$ cat config.mk
export PLATFORM = sky130hd
export DESIGN_NAME = nta_ctrl
export DESIGN_NICKNAME = d
export VERILOG_FILES = /design/src/hdl/nta_pkg.sv /design/src/hdl/nta_ctrl.sv
export SDC_FILE = /design/constraint.sdc
export NUM_CORES = 1
export LEC_CHECK = 0
export BUFFER_PORTS_ARGS = -buffer_cell sky130_fd_sc_hd__buf_2
export CAP_MARGIN = 20
export CORE_AREA = 8 8 45 47
export DETAILED_ROUTE_END_ITERATION = 10
export DIE_AREA = 0 0 53 55
export PLACE_DENSITY = 0.44
export SLEW_MARGIN = 10
export SYNTH_ARGS = -nofsm -noshare
export SYNTH_HDL_FRONTEND = slang
export SYNTH_SLANG_ARGS = --single-unit
$ cat constraint.sdc
create_clock -name clk -period 3 [get_ports clk]
set_input_delay 0.6 -clock clk [delete_from_list [all_inputs] [get_ports clk]]
set_output_delay 0.6 -clock clk [all_outputs]
set_load 0.05 [all_outputs]
$ cat src/hdl/nta_pkg.sv
// Shared item types, controller/datapath links and text helpers for the name table.
`timescale 1ns / 1ps
`default_nettype none

package nta_pkg;

  localparam int TEXT_CHARS = 10;
  localparam int TEXT_W     = TEXT_CHARS * 8;

  localparam logic KIND_WRITE = 1'b0;
  localparam logic KIND_QUERY = 1'b1;

  typedef struct packed {
    logic        kind;
    logic [6:0]  slot;
    logic [6:0]  live_entries;
    logic [63:0] text_head;
    logic [15:0] text_tail;
  } in_item_t;

  typedef struct packed {
    logic [6:0] match_index;
    logic       ambiguous;
    logic       bad_count;
  } out_item_t;

  typedef struct packed {
    logic take;    // request item accepted this cycle
    logic step;    // read the next table entry
    logic finish;  // load the result register
  } dp_cmd_t;

  typedef struct packed {
    logic skip;    // empty word or zero count: nothing to scan
    logic last;    // the read being issued is the final one
  } dp_stat_t;

  // Ends the text at its first zero character and at the configured name length.
  function automatic logic [TEXT_W-1:0] norm_text(input logic [63:0] head,
                                                  input logic [15:0] tail,
                                                  input int nchars);
    logic [TEXT_W-1:0] raw;
    logic [TEXT_W-1:0] res;
    logic              ended;
    logic [7:0]        c;
    raw   = {tail, head};
    res   = '0;
    ended = 1'b0;
    for (int i = 0; i < TEXT_CHARS; i++) begin
      c = raw[i*8 +: 8];
      if (i >= nchars || c == 8'd0) begin
        ended = 1'b1;
      end
      res[i*8 +: 8] = ended ? 8'd0 : c;
    end
    return res;
  endfunction

  // Both texts are normalized, so every nonzero word character must agree.
  function automatic logic is_prefix(input logic [TEXT_W-1:0] word,
                                     input logic [TEXT_W-1:0] name);
    logic ok;
    ok = 1'b1;
    for (int i = 0; i < TEXT_CHARS; i++) begin
      if (word[i*8 +: 8] != 8'd0 && word[i*8 +: 8] != name[i*8 +: 8]) begin
        ok = 1'b0;
      end
    end
    return ok;
  endfunction

endpackage

`default_nettype wire

$ cat src/hdl/nta_ctrl.sv
// Controller: sequences write, scan and result delivery, and owns the handshakes.
`timescale 1ns / 1ps
`default_nettype none

module nta_ctrl (
  input  wire logic             clk,
  input  wire logic             rst,
  input  wire logic             req_valid,
  input  wire logic             req_kind,
  output logic                  req_ready,
  output logic                  rsp_valid,
  input  wire logic             rsp_ready,
  input  wire nta_pkg::dp_stat_t stat,
  output nta_pkg::dp_cmd_t      cmd
);
  import nta_pkg::*;

  typedef enum logic [2:0] {
    S_IDLE,
    S_PREP,
    S_SCAN,
    S_DRAIN,
    S_FINISH
  } state_t;

  state_t state;

  always_comb begin
    req_ready  = (state == S_IDLE);
    cmd.take   = req_valid && (state == S_IDLE);
    cmd.step   = (state == S_SCAN);
    cmd.finish = (state == S_FINISH) && (!rsp_valid || rsp_ready);
  end

  always_ff @(posedge clk) begin
    if (rst) begin
      state     <= S_IDLE;
      rsp_valid <= 1'b0;
    end else begin
      if (cmd.finish) begin
        rsp_valid <= 1'b1;
      end else if (rsp_ready) begin
        rsp_valid <= 1'b0;
      end
      unique case (state)
        S_IDLE: begin
          if (cmd.take && req_kind == KIND_QUERY) begin
            state <= S_PREP;
          end
        end
        S_PREP: begin
          state <= stat.skip ? S_FINISH : S_SCAN;
        end
        S_SCAN: begin
          if (stat.last) begin
            state <= S_DRAIN;
          end
        end
        S_DRAIN: begin
          state <= S_FINISH;
        end
        S_FINISH: begin
          if (cmd.finish) begin
            state <= S_IDLE;
          end
        end
        default: begin
          state <= S_IDLE;
        end
      endcase
    end
  end

endmodule

`default_nettype wire

# Word-level counts from Yosys, hierarchy flattened
# Cells that the tools add are included.
[word_totals]
ff_bits = 4
latchBits = 0
ramBits = 0
mem_bits_ro = 0
input_bits = 7
output_inout_bits = 5
word_cells = 24
mem_count = 0
[op_classes]
add_sub_neg = 0
multipliers = 0
div_mod_pow = 0
order_cmp = 0
eq_ne = 7
shifts = 0
mux = 7
n_bitwise = 0
n_reduce_logical = 8
[op_table]
columns = ["operator", "n"]
rows = [
  ["3-bit case mux with 5 select lines", 1],
  ["3-bit two-way mux", 4],
  ["3-bit by 2-bit equality test with 1-bit output (second input constant)", 2],
  ["2-bit inequality test (second input constant)", 2],
  ["3-bit by 1-bit equality test with 1-bit output (second input constant)", 1],
  ["3-bit equality test (second input constant)", 1],
  ["1-bit logical AND", 3],
  ["3-bit logical NOT", 1],
  ["3-bit AND reduction", 1],
  ["1-bit two-way mux", 2],
  ["2-bit by 1-bit inequality test with 1-bit output (second input constant)", 1],
  ["2-bit nonzero test", 1],
  ["1-bit logical NOT", 1],
  ["1-bit logical OR", 1],
]

# Depth between registers and ports, before layout
# Gate-level depths: netlist of the first run.
[logic_depth]
ltp_word = 5
depth_mapped = 3
mapped_depth_nobuf = 3

# Least setup slack after synthesis of the first run
# Ideal clock, no wire load.
[synth_timing]
path_kind = "reg-to-output"
from = "register state[2]"
to = "output cmd[2] (netlist name)"
arrival_ns = 2.123
required_ns = 2.400
slack_ns = 0.277
path_stages_with_launch = 4
n_path_buf = 1
path_cell_list = "dfxtp_1 clkbuf_2 nor3_1 and2_1"
[synth_lines]
columns = ["element", "line", "rtl"]
rows = [
  ["start, declared", "nta_ctrl.sv:26", "state_t state;"],
  ["start signal, assigned", "nta_ctrl.sv:52", "state <= stat.skip ? S_FINISH : S_SCAN;"],
  ["end, declared", "nta_ctrl.sv:14", "output nta_pkg::dp_cmd_t cmd"],
]

==> qor.txt, run 1 <==
DRC violations left: 0
status: finished, final reports clean
worst-path fanout max: 8
Die Area: 0.002915 mm^2
count of hold buffers inserted by post-cts repair: 0
clock skew: 0.0007470 ns
chip width: 53 um
count of pins over their slew limit: 0
via count of the first global-routing pass: 192
leading cell types in the layout, fill and taps excluded: buf_2, nor2_1, dfxtp_1
Total Routed Length: 505 um
origin of the critical flop-to-flop path: state[1]
sw power: 41.79 uW
power density over the cells: 509.4 mW/mm^2
maximum capacitance violations: 0
count of buffering cells on the critical path with inverters included: 1
total routing usage reported by global routing: 0.04151
number of design-rule violations left by the first detailed-router iteration: 6
global-route wire length before repair: 800 um
sw frac: 0.2778
Critical Path Start Type: flop
class of the most critical hold timing path: flop to flop
Required @ worst endpoint: 2.40 ns
CTS Root Cell: clkbuf_4
warning count from the yosys run: 0
post-synth design cell area: 202.7 um^2
setup TNS: 0 ns
post-CTS setup buffer count: 0
GRT Max-Usage Layer: met4
met2 capacity usage during global routing: 0.04297
proportion of synthesized chip area in sequential cells: 0.3951
Synth area leader: dfxtp_1
relative slew slack: 0.8322
GRT overflow: 0
count of final hold-check violations: 0
post-layout util: 0.2134
detailed-route wire length per cell: 9.528 um
post-synthesis cell type count: 15
total half-perimeter wirelength after legalization and detailed placement: 424.5 um
number of levels in the clock H-tree: 1
IO Port Bufs: 11
cell with the biggest individual delay on the critical path: dfxtp_1
fraction of met1 tracks used by global routing: 0.03642
# diodes: 0
Crit. Startpoint: state[2]
router iterations before antenna repair: 2
time the worst path needs with I/O delays and setup: 1.852 ns
average instance area after synthesis: 8.446 um^2
clock tree from TritonCTS: done
Clock Pin Slew Worst Setup and Hold Paths: 0.04 ns
via-per-instance ratio: 4.038
Starting Density: 0.1465
R2R setup slack: 1.81 ns
count of vias placed by the detailed router: 214
worst-skew pair later-pin latency: 0.23 ns
combinational power share: 0.179
peak clock frequency supported by timing: 0.5399 GHz
area growth from synthesis to layout: 45.68%
top-level port count: 12
number of gates given a new drive strength after cts: 0
antenna violations before repair: 0
HP Start: state[0]
share of power burned in the clock network: 0.441
number of CTS-inserted buffers: 3
Worst-Margin Slew: 0.2534 ns
start-to-end type of the worst setup path: flop to output port
maximum number of pins on one net before global-route repair: 9
Worst IR Drop VDD: 0.1901 mV
period utilization: 0.6174
arrival time of data at the critical path endpoint: 1.25 ns
Sinks on Clock Net: 4
post-detailed-route count of antenna-violating nets: 0
layout cell share with drive strength beyond 1: 0.4595
register share of total power: 0.380
critical-path cell list: nor3_1 > and2_1 > buf_2
cell class contributing the biggest share of worst-path delay: simple AND/OR/NAND/NOR gates
depth of the critical timing path with buffers and inverters included: 3
unrepaired setup endpoints after global routing: false
Pleak: 0.1280 nW
flip-flop and latch count after synthesis: 4
top cells by area, synth: dfxtp_1, nor2_1, a221oi_2, a21oi_1, and3b_2
area inside the core boundary: 0.001384 mm^2
number of failing setup endpoints in the final timing report: 0
syn_nets: 31
kind of end point of the critical path: output port
longest individual stage delay on the worst path: 0.37 ns
Max clock buf depth: 2
Chip Height: 55 um
row count: 14
Final GP Congestion: 0.7044
Gate Count Post-Synth: 24
worst hold path cell count: 1
nets: 46
R2R depth: 3
total internal power: 108.6 uW
global routing usage on met3: 0.04011
portion of synthesized cell area occupied by the leading cell type: 0.3951
most common cell after layout, fill and taps aside: buf_2
sequential cells by signal (all words and copies together), names as in the netlist:
| register | count |
|---|---|
| state | 3 |
| rsp_valid | 1 |
power groups by stage:
stage	combinational (mW)	clock (mW)	sequential (mW)
after CTS	0.0275	0.0707	0.0570
after global routing	0.0291	0.0770	0.0574
after detailed placement	0.0274	0	0.0579
after global placement	0.0272	0	0.0579
after floorplan	0.0189	0	0.0576
final	0.0270	0.0663	0.0571
logic make-up (layout without fill, tap and decap cells):
family                 count (synthesis)  in the layout  synth area share
muxes                                  1              1           0.04938
DFF                                    4              4            0.3951
buffers and inverters                  1             14           0.02467
AOI/OAI and AO/OA                      3              3            0.1234
and+or+nand+nor                       15             15            0.4075
metal layers:
layer,vias to the layer above,share of wire
li1,110,-
met1,90,0.41
met2,12,0.29
met3,2,0.26
met4,0,0.034
met5,-,0
cells in the mapped netlist:
master,count
nor2_1,5
dfxtp_1,4
a21oi_1,2
nor3_1,2
a221oi_2,1
and2_1,1
and2_2,1
and3b_2,1
clkbuf_2,1
mux2i_1,1
nand2_1,1
nand3_1,1
nor2b_1,1
nor4_1,1
or3b_1,1
final timing paths:
| path | to |
|---|---|
| setup / recovery | cmd[2] |
| hold / removal | state[0] |
| setup reg to reg | state[2] |
| hold reg to reg | state[0] |
per-stage QoR:
step	worst slack, ns	cell area [um^2]	power, mW	hold WS, ns	cells
finish	1.148	295.3	0.1504	0.5387	53
global route	1.045	295.3	0.1636	0.5726	53
CTS	1.126	295.3	0.1552	0.5333	53
detailed placement	1.238	272.8	0.08534	0.5319	50
global placement	1.244	272.8	0.08516	0.5295	50
floorplan	0.2774	202.7	0.07647	0.4946	24
final cells by class:
cell class                      count  area, um^2
Tap cell                           16       20.02
Multi-Input combinational cell     19       117.6
Timing Repair Buffer               11       55.05
Fill cell                         167        1089
Clock buffer                        3       22.52
Sequential cell                     4       80.08
Power figures use the tool's default switching activity.
==> inputs of run 2 (changes only) <==
==> constraint.sdc (replaced) <==
create_clock -name clk -period 1.8 [get_ports clk]
set_input_delay 0.36 -clock clk [delete_from_list [all_inputs] [get_ports clk]]
set_output_delay 0.36 -clock clk [all_outputs]
set_load 0.05 [all_outputs]
==> run 2 against run 1 <==
Sequential share of layout area fell by 1.1 points. Critical endpoint is now cmd[0]. Highest routed layer is now met3. Die area did not move. Routed wire length grew 5.3%. Register-to-register slack got worse by 1.3 ns. Clock power up 72%.
==> qor.txt, run 2 (synthesized netlist as in run 1, its figures left out) <==
CTS Root Cell: clkbuf_4
via-per-instance ratio: 3.962
Die Area: 0.002915 mm^2
HP Start: rst
clock tree from TritonCTS: done
IO Port Bufs: 11
maximum capacitance violations: 0
# diodes: 0
dpl cells: 50
number of levels in the clock H-tree: 1
fraction of met1 tracks used by global routing: 0.05327
post-detailed-route count of antenna-violating nets: 0
GRT Max-Usage Layer: met3
period utilization: 0.8842
area growth from synthesis to layout: 51.85%
global routing usage on met3: 0.05615
nets: 46
Clock Pin Slew Worst Setup and Hold Paths: 0.04 ns
unrepaired setup endpoints after global routing: false
top-level port count: 12
peak clock frequency supported by timing: 0.6283 GHz
number of gates given a new drive strength after cts: 0
storage element area: 80.08 um^2
origin of the critical flop-to-flop path: state[1]
worst-path fanout max: 6
kind of end point of the critical path: output port
detailed-route wire length per cell: 10.04 um
arrival time of data at the critical path endpoint: 1.23 ns
register name with the most flops: state
Filler Cells Inserted: 160
status: finished, final reports clean
cell area after layout: 307.8 um^2
number of failing setup endpoints in the final timing report: 0
top flop regs: state: 3 flops, rsp_valid: 1 flops
layout cell share with drive strength beyond 1: 0.5135
met2 capacity usage during global routing: 0.04102
global-route wire length before repair: 869 um
count of vias placed by the detailed router: 210
antenna violations before repair: 0
Sinks on Clock Net: 4
Total Routed Length: 532 um
chip width: 53 um
DRC violations left: 0
Starting Density: 0.1465
router iterations before antenna repair: 2
number of flip-flops in the largest register: 3
number of design-rule violations left by the first detailed-router iteration: 8
post-layout util: 0.2224
Max clock buf depth: 2
Chip Height: 55 um
Worst-Margin Slew: 0.2871 ns
count of pins over their slew limit: 0
area inside the core boundary: 0.001384 mm^2
clock skew: 0.004123 ns
Required @ worst endpoint: 1.44 ns
time the worst path needs with I/O delays and setup: 1.592 ns
R2R depth: 3
setup TNS: 0 ns
worst hold path cell count: 2
GRT overflow: 0
maximum number of pins on one net before global-route repair: 9
start-to-end type of the worst setup path: flop to output port
class of the most critical hold timing path: input pin to flop
end point of the most critical hold path: state[2]
worst-skew pair later-pin latency: 0.24 ns
count of final hold-check violations: 0
PnR Total Power: 256.7 uW
R2R setup slack: 0.56 ns
leading cell types in the layout, fill and taps excluded: buf_2, nor2_1, dfxtp_1
cell area after placement: 285.3 um^2
Pleak: 0.1333 nW
area occupied by multi-input gates: 130.1 um^2
power density over the cells: 833.8 mW/mm^2
Worst IR Drop VDD: 0.2403 mV
relative slew slack: 0.8084
final standard cell count with taps included and fillers excluded: 53
via count of the first global-routing pass: 203
Final GP Congestion: 0.6873
total routing usage reported by global routing: 0.04374
count of hold buffers inserted by post-cts repair: 0
endpoint of the most critical register-to-register path: state[2]
most common cell after layout, fill and taps aside: buf_2
post-CTS setup buffer count: 0
Critical Path Start Type: flop
number of CTS-inserted buffers: 3
row count: 14
[run 2: cell counts in the layout (fill, tap and decap cells not counted)]
Identical to the previous run, type by type.
[run 2: where the power goes]
part / switching, mW / internal (mW)
clock: 0.0388 / 0.0747
combinational: 0.0300 / 0.0167
sequential: 0.00488 / 0.0916
[run 2: critical path: stages (launching register included)]
cell	delay (ns)
dfxtp_1	0.37
nor2_1	0.20
nand2_1	0.07
nor2_1	0.08
buf_2	0.26
[run 2: metal layers]
metal,vias to the layer above,routed length [um],share of wire
met5,-,0,0
met4,0,0,0
met3,0,113,0.21
met2,15,133,0.25
met1,85,286,0.54
li1,110,-,-
[run 2: cell type report]
cell class                      count  area share
Clock buffer                        3     0.07317
Timing Repair Buffer               11      0.1789
Sequential cell                     4      0.2602
Multi-Input combinational cell     19      0.4228
Tap cell                           16     0.06504
[run 2: worst max-delay path by stage]
stage	to	depth (start not counted)	start	slack, ns
2_1_floorplan	cmd[0]	2	rsp_valid	0.09
3_3_place_gp	cmd[1]	3	state[2]	0.44
3_5_place_dp	cmd[1]	3	state[2]	0.45
4_1_cts	cmd[0]	4	state[0]	0.18
5_1_grt	cmd[0]	4	state[0]	0.12
6_report	cmd[0]	4	state[0]	0.21
[run 2: through the flow]
step / hold slack (ns) / setup slack [ns]
2_1_floorplan: 0.4262 / 0.09307
3_3_place_gp: 0.5803 / 0.4415
3_5_place_dp: 0.5783 / 0.4529
4_1_cts: 0.3257 / 0.1832
6_report: 0.3317 / 0.2084
5_1_grt: 0.3231 / 0.1202
==> inputs of run 3 (changes only) <==
--- a/config.mk
+++ b/config.mk
@@ -6,11 +6,11 @@
 export NUM_CORES = 1
 export LEC_CHECK = 0
 export BUFFER_PORTS_ARGS = -buffer_cell sky130_fd_sc_hd__buf_2
-export CAP_MARGIN = 20
 export CORE_AREA = 8 8 45 47
 export DETAILED_ROUTE_END_ITERATION = 10
 export DIE_AREA = 0 0 53 55
 export PLACE_DENSITY = 0.44
+export REMOVE_ABC_BUFFERS = 1
 export SLEW_MARGIN = 10
 export SYNTH_ARGS = -nofsm -noshare
 export SYNTH_HDL_FRONTEND = slang
==> constraint.sdc (replaced) <==
create_clock -name clk -period 2 [get_ports clk]
set_input_delay 0.4 -clock clk [delete_from_list [all_inputs] [get_ports clk]]
set_output_delay 0.4 -clock clk [all_outputs]
set_load 0.05 [all_outputs]
==> run 3 against run 2 <==
Via count decreased by 0.95%. Utilization fell by 0.90 points. Combinational power is 14% lower. First-iteration DRC count shrank 100%. Count of clock-buffer cells in the layout stayed put. Power down 13%. Register-to-register slack better by 0.24 ns.
==> qor.txt, run 3 (synthesized netlist as in run 1, its figures left out) <==
unrepaired setup endpoints after global routing: false
layout cell share with drive strength beyond 1: 0.4595
area inside the core boundary: 0.001384 mm^2
clock skew: 0.001574 ns
number of failing setup endpoints in the final timing report: 0
number of levels in the clock H-tree: 1
met2 capacity usage during global routing: 0.05664
via-per-instance ratio: 3.925
fraction of met1 tracks used by global routing: 0.03788
post-detailed-route count of antenna-violating nets: 0
Pleak: 0.1280 nW
Worst IR Drop VDD: 0.1951 mV
worst-skew pair later-pin latency: 0.23 ns
maximum number of pins on one net before global-route repair: 9
R2R depth: 3
via count of the first global-routing pass: 205
Final GP Congestion: 0.6462
leading cell types in the layout, fill and taps excluded: buf_2, nor2_1, dfxtp_1
status: finished, final reports clean
total half-perimeter wirelength after legalization and detailed placement: 405.3 um
time the worst path needs with I/O delays and setup: 1.639 ns
DRC violations left: 0
worst-path fanout max: 8
Worst-Margin Slew: 0.2441 ns
arrival time of data at the critical path endpoint: 1.24 ns
relative slew slack: 0.8370
Max clock buf depth: 2
count of vias placed by the detailed router: 208
origin of the critical flop-to-flop path: state[1]
top flop regs: state: 3 flops, rsp_valid: 1 flops
cell area after layout: 295.3 um^2
peak clock frequency supported by timing: 0.6101 GHz
period utilization: 0.8196
Crit. Startpoint: state[2]
IO Port Bufs: 11
count of hold buffers inserted by post-cts repair: 0
Die Area: 0.002915 mm^2
endpoint of the most critical register-to-register path: state[2]
maximum capacitance violations: 0
post-CTS setup buffer count: 0
Critical Path Start Type: flop
class of the most critical hold timing path: input pin to flop
area growth from synthesis to layout: 45.68%
CTS Root Cell: clkbuf_4
Clock Pin Slew Worst Setup and Hold Paths: 0.04 ns
number of gates given a new drive strength after cts: 0
count of final hold-check violations: 0
nets: 46
start-to-end type of the worst setup path: flop to output port
antenna violations before repair: 0
top-level port count: 12
capture point of the worst path: cmd[2]
Sinks on Clock Net: 4
number of CTS-inserted buffers: 3
clock tree from TritonCTS: done
chip width: 53 um
number of flip-flops in the largest register: 3
global routing usage on met3: 0.01604
GRT Max-Usage Layer: met2
row count: 14
placement-stage worst setup slack: 0.6009 ns
detailed-route wire length per cell: 9.264 um
HP Start: rst
most common cell after layout, fill and taps aside: buf_2
Filler Cells Inserted: 166
Required @ worst endpoint: 1.60 ns
minimum hold slack: 0.3806 ns
# diodes: 0
kind of end point of the critical path: output port
number of design-rule violations left by the first detailed-router iteration: 0
GRT overflow: 0
router iterations before antenna repair: 1
Chip Height: 55 um
cell area after placement: 272.8 um^2
count of pins over their slew limit: 0
Total Routed Length: 491 um
register name with the most flops: state
R2R setup slack: 0.80 ns
Starting Density: 0.1465
worst setup slack after layout: 0.3609 ns
global-route wire length before repair: 793 um
total routing usage reported by global routing: 0.03930
power density over the cells: 754.8 mW/mm^2
==> run 3: cell counts in the layout (fill, tap and decap cells not counted) <==
No cell type changed its count.
==> run 3: critical path: stages, from the launching register on <==
cell and delay (ns):
dfxtp_1 0.37, nor3_1 0.24, and2_1 0.15, buf_2 0.25
==> run 3: how the worst min path moves through the flow <==
stage          cells after the start  endpoint  slack [ns]
5_1_grt                            2  state[2]        0.38
3_5_place_dp                       1  state[0]        0.54
6_report                           2  state[2]        0.38
3_3_place_gp                       1  state[0]        0.54
2_1_floorplan                      1  state[2]        0.47
4_1_cts                            2  state[2]        0.38
==> run 3: final cells by class <==
type | instances | area (um^2) | share of cell area
Clock buffer | 3 | 22.52 | 0.07627
Tap cell | 16 | 20.02 | 0.06780
Timing Repair Buffer | 11 | 55.05 | 0.1864
Sequential cell | 4 | 80.08 | 0.2712
Multi-Input combinational cell | 19 | 117.6 | 0.3983
==> run 3: metal layers <==
| layer | share of wire | wire length, um |
|---|---|---|
| met5 | 0 | 0 |
| met4 | 0 | 0 |
| met3 | 0.16 | 78 |
| met2 | 0.46 | 225 |
| met1 | 0.38 | 186 |
==> run 3: where the power goes <==
group          leakage, nW  internal (mW)  switching, mW
sequential          0.0324         0.0825        0.00340
clock               0.0138         0.0669         0.0298
combinational       0.0818         0.0134         0.0269
==> run 3: stage by stage <==
| step | setup TNS [ns] | power, mW | utilization | cells |
|---|---|---|---|---|
| 5_1_grt | 0 | 0.2414 | 0.2134 | 53 |
| 3_5_place_dp | 0 | 0.1278 | 0.1971 | 50 |
| 2_1_floorplan | -0.4533 | 0.1145 | - | 23 |
| 4_1_cts | 0 | 0.2290 | 0.2134 | 53 |
| 3_3_place_gp | 0 | 0.1275 | 0.1971 | 50 |
| 6_report | 0 | 0.2229 | 0.2134 | 53 |
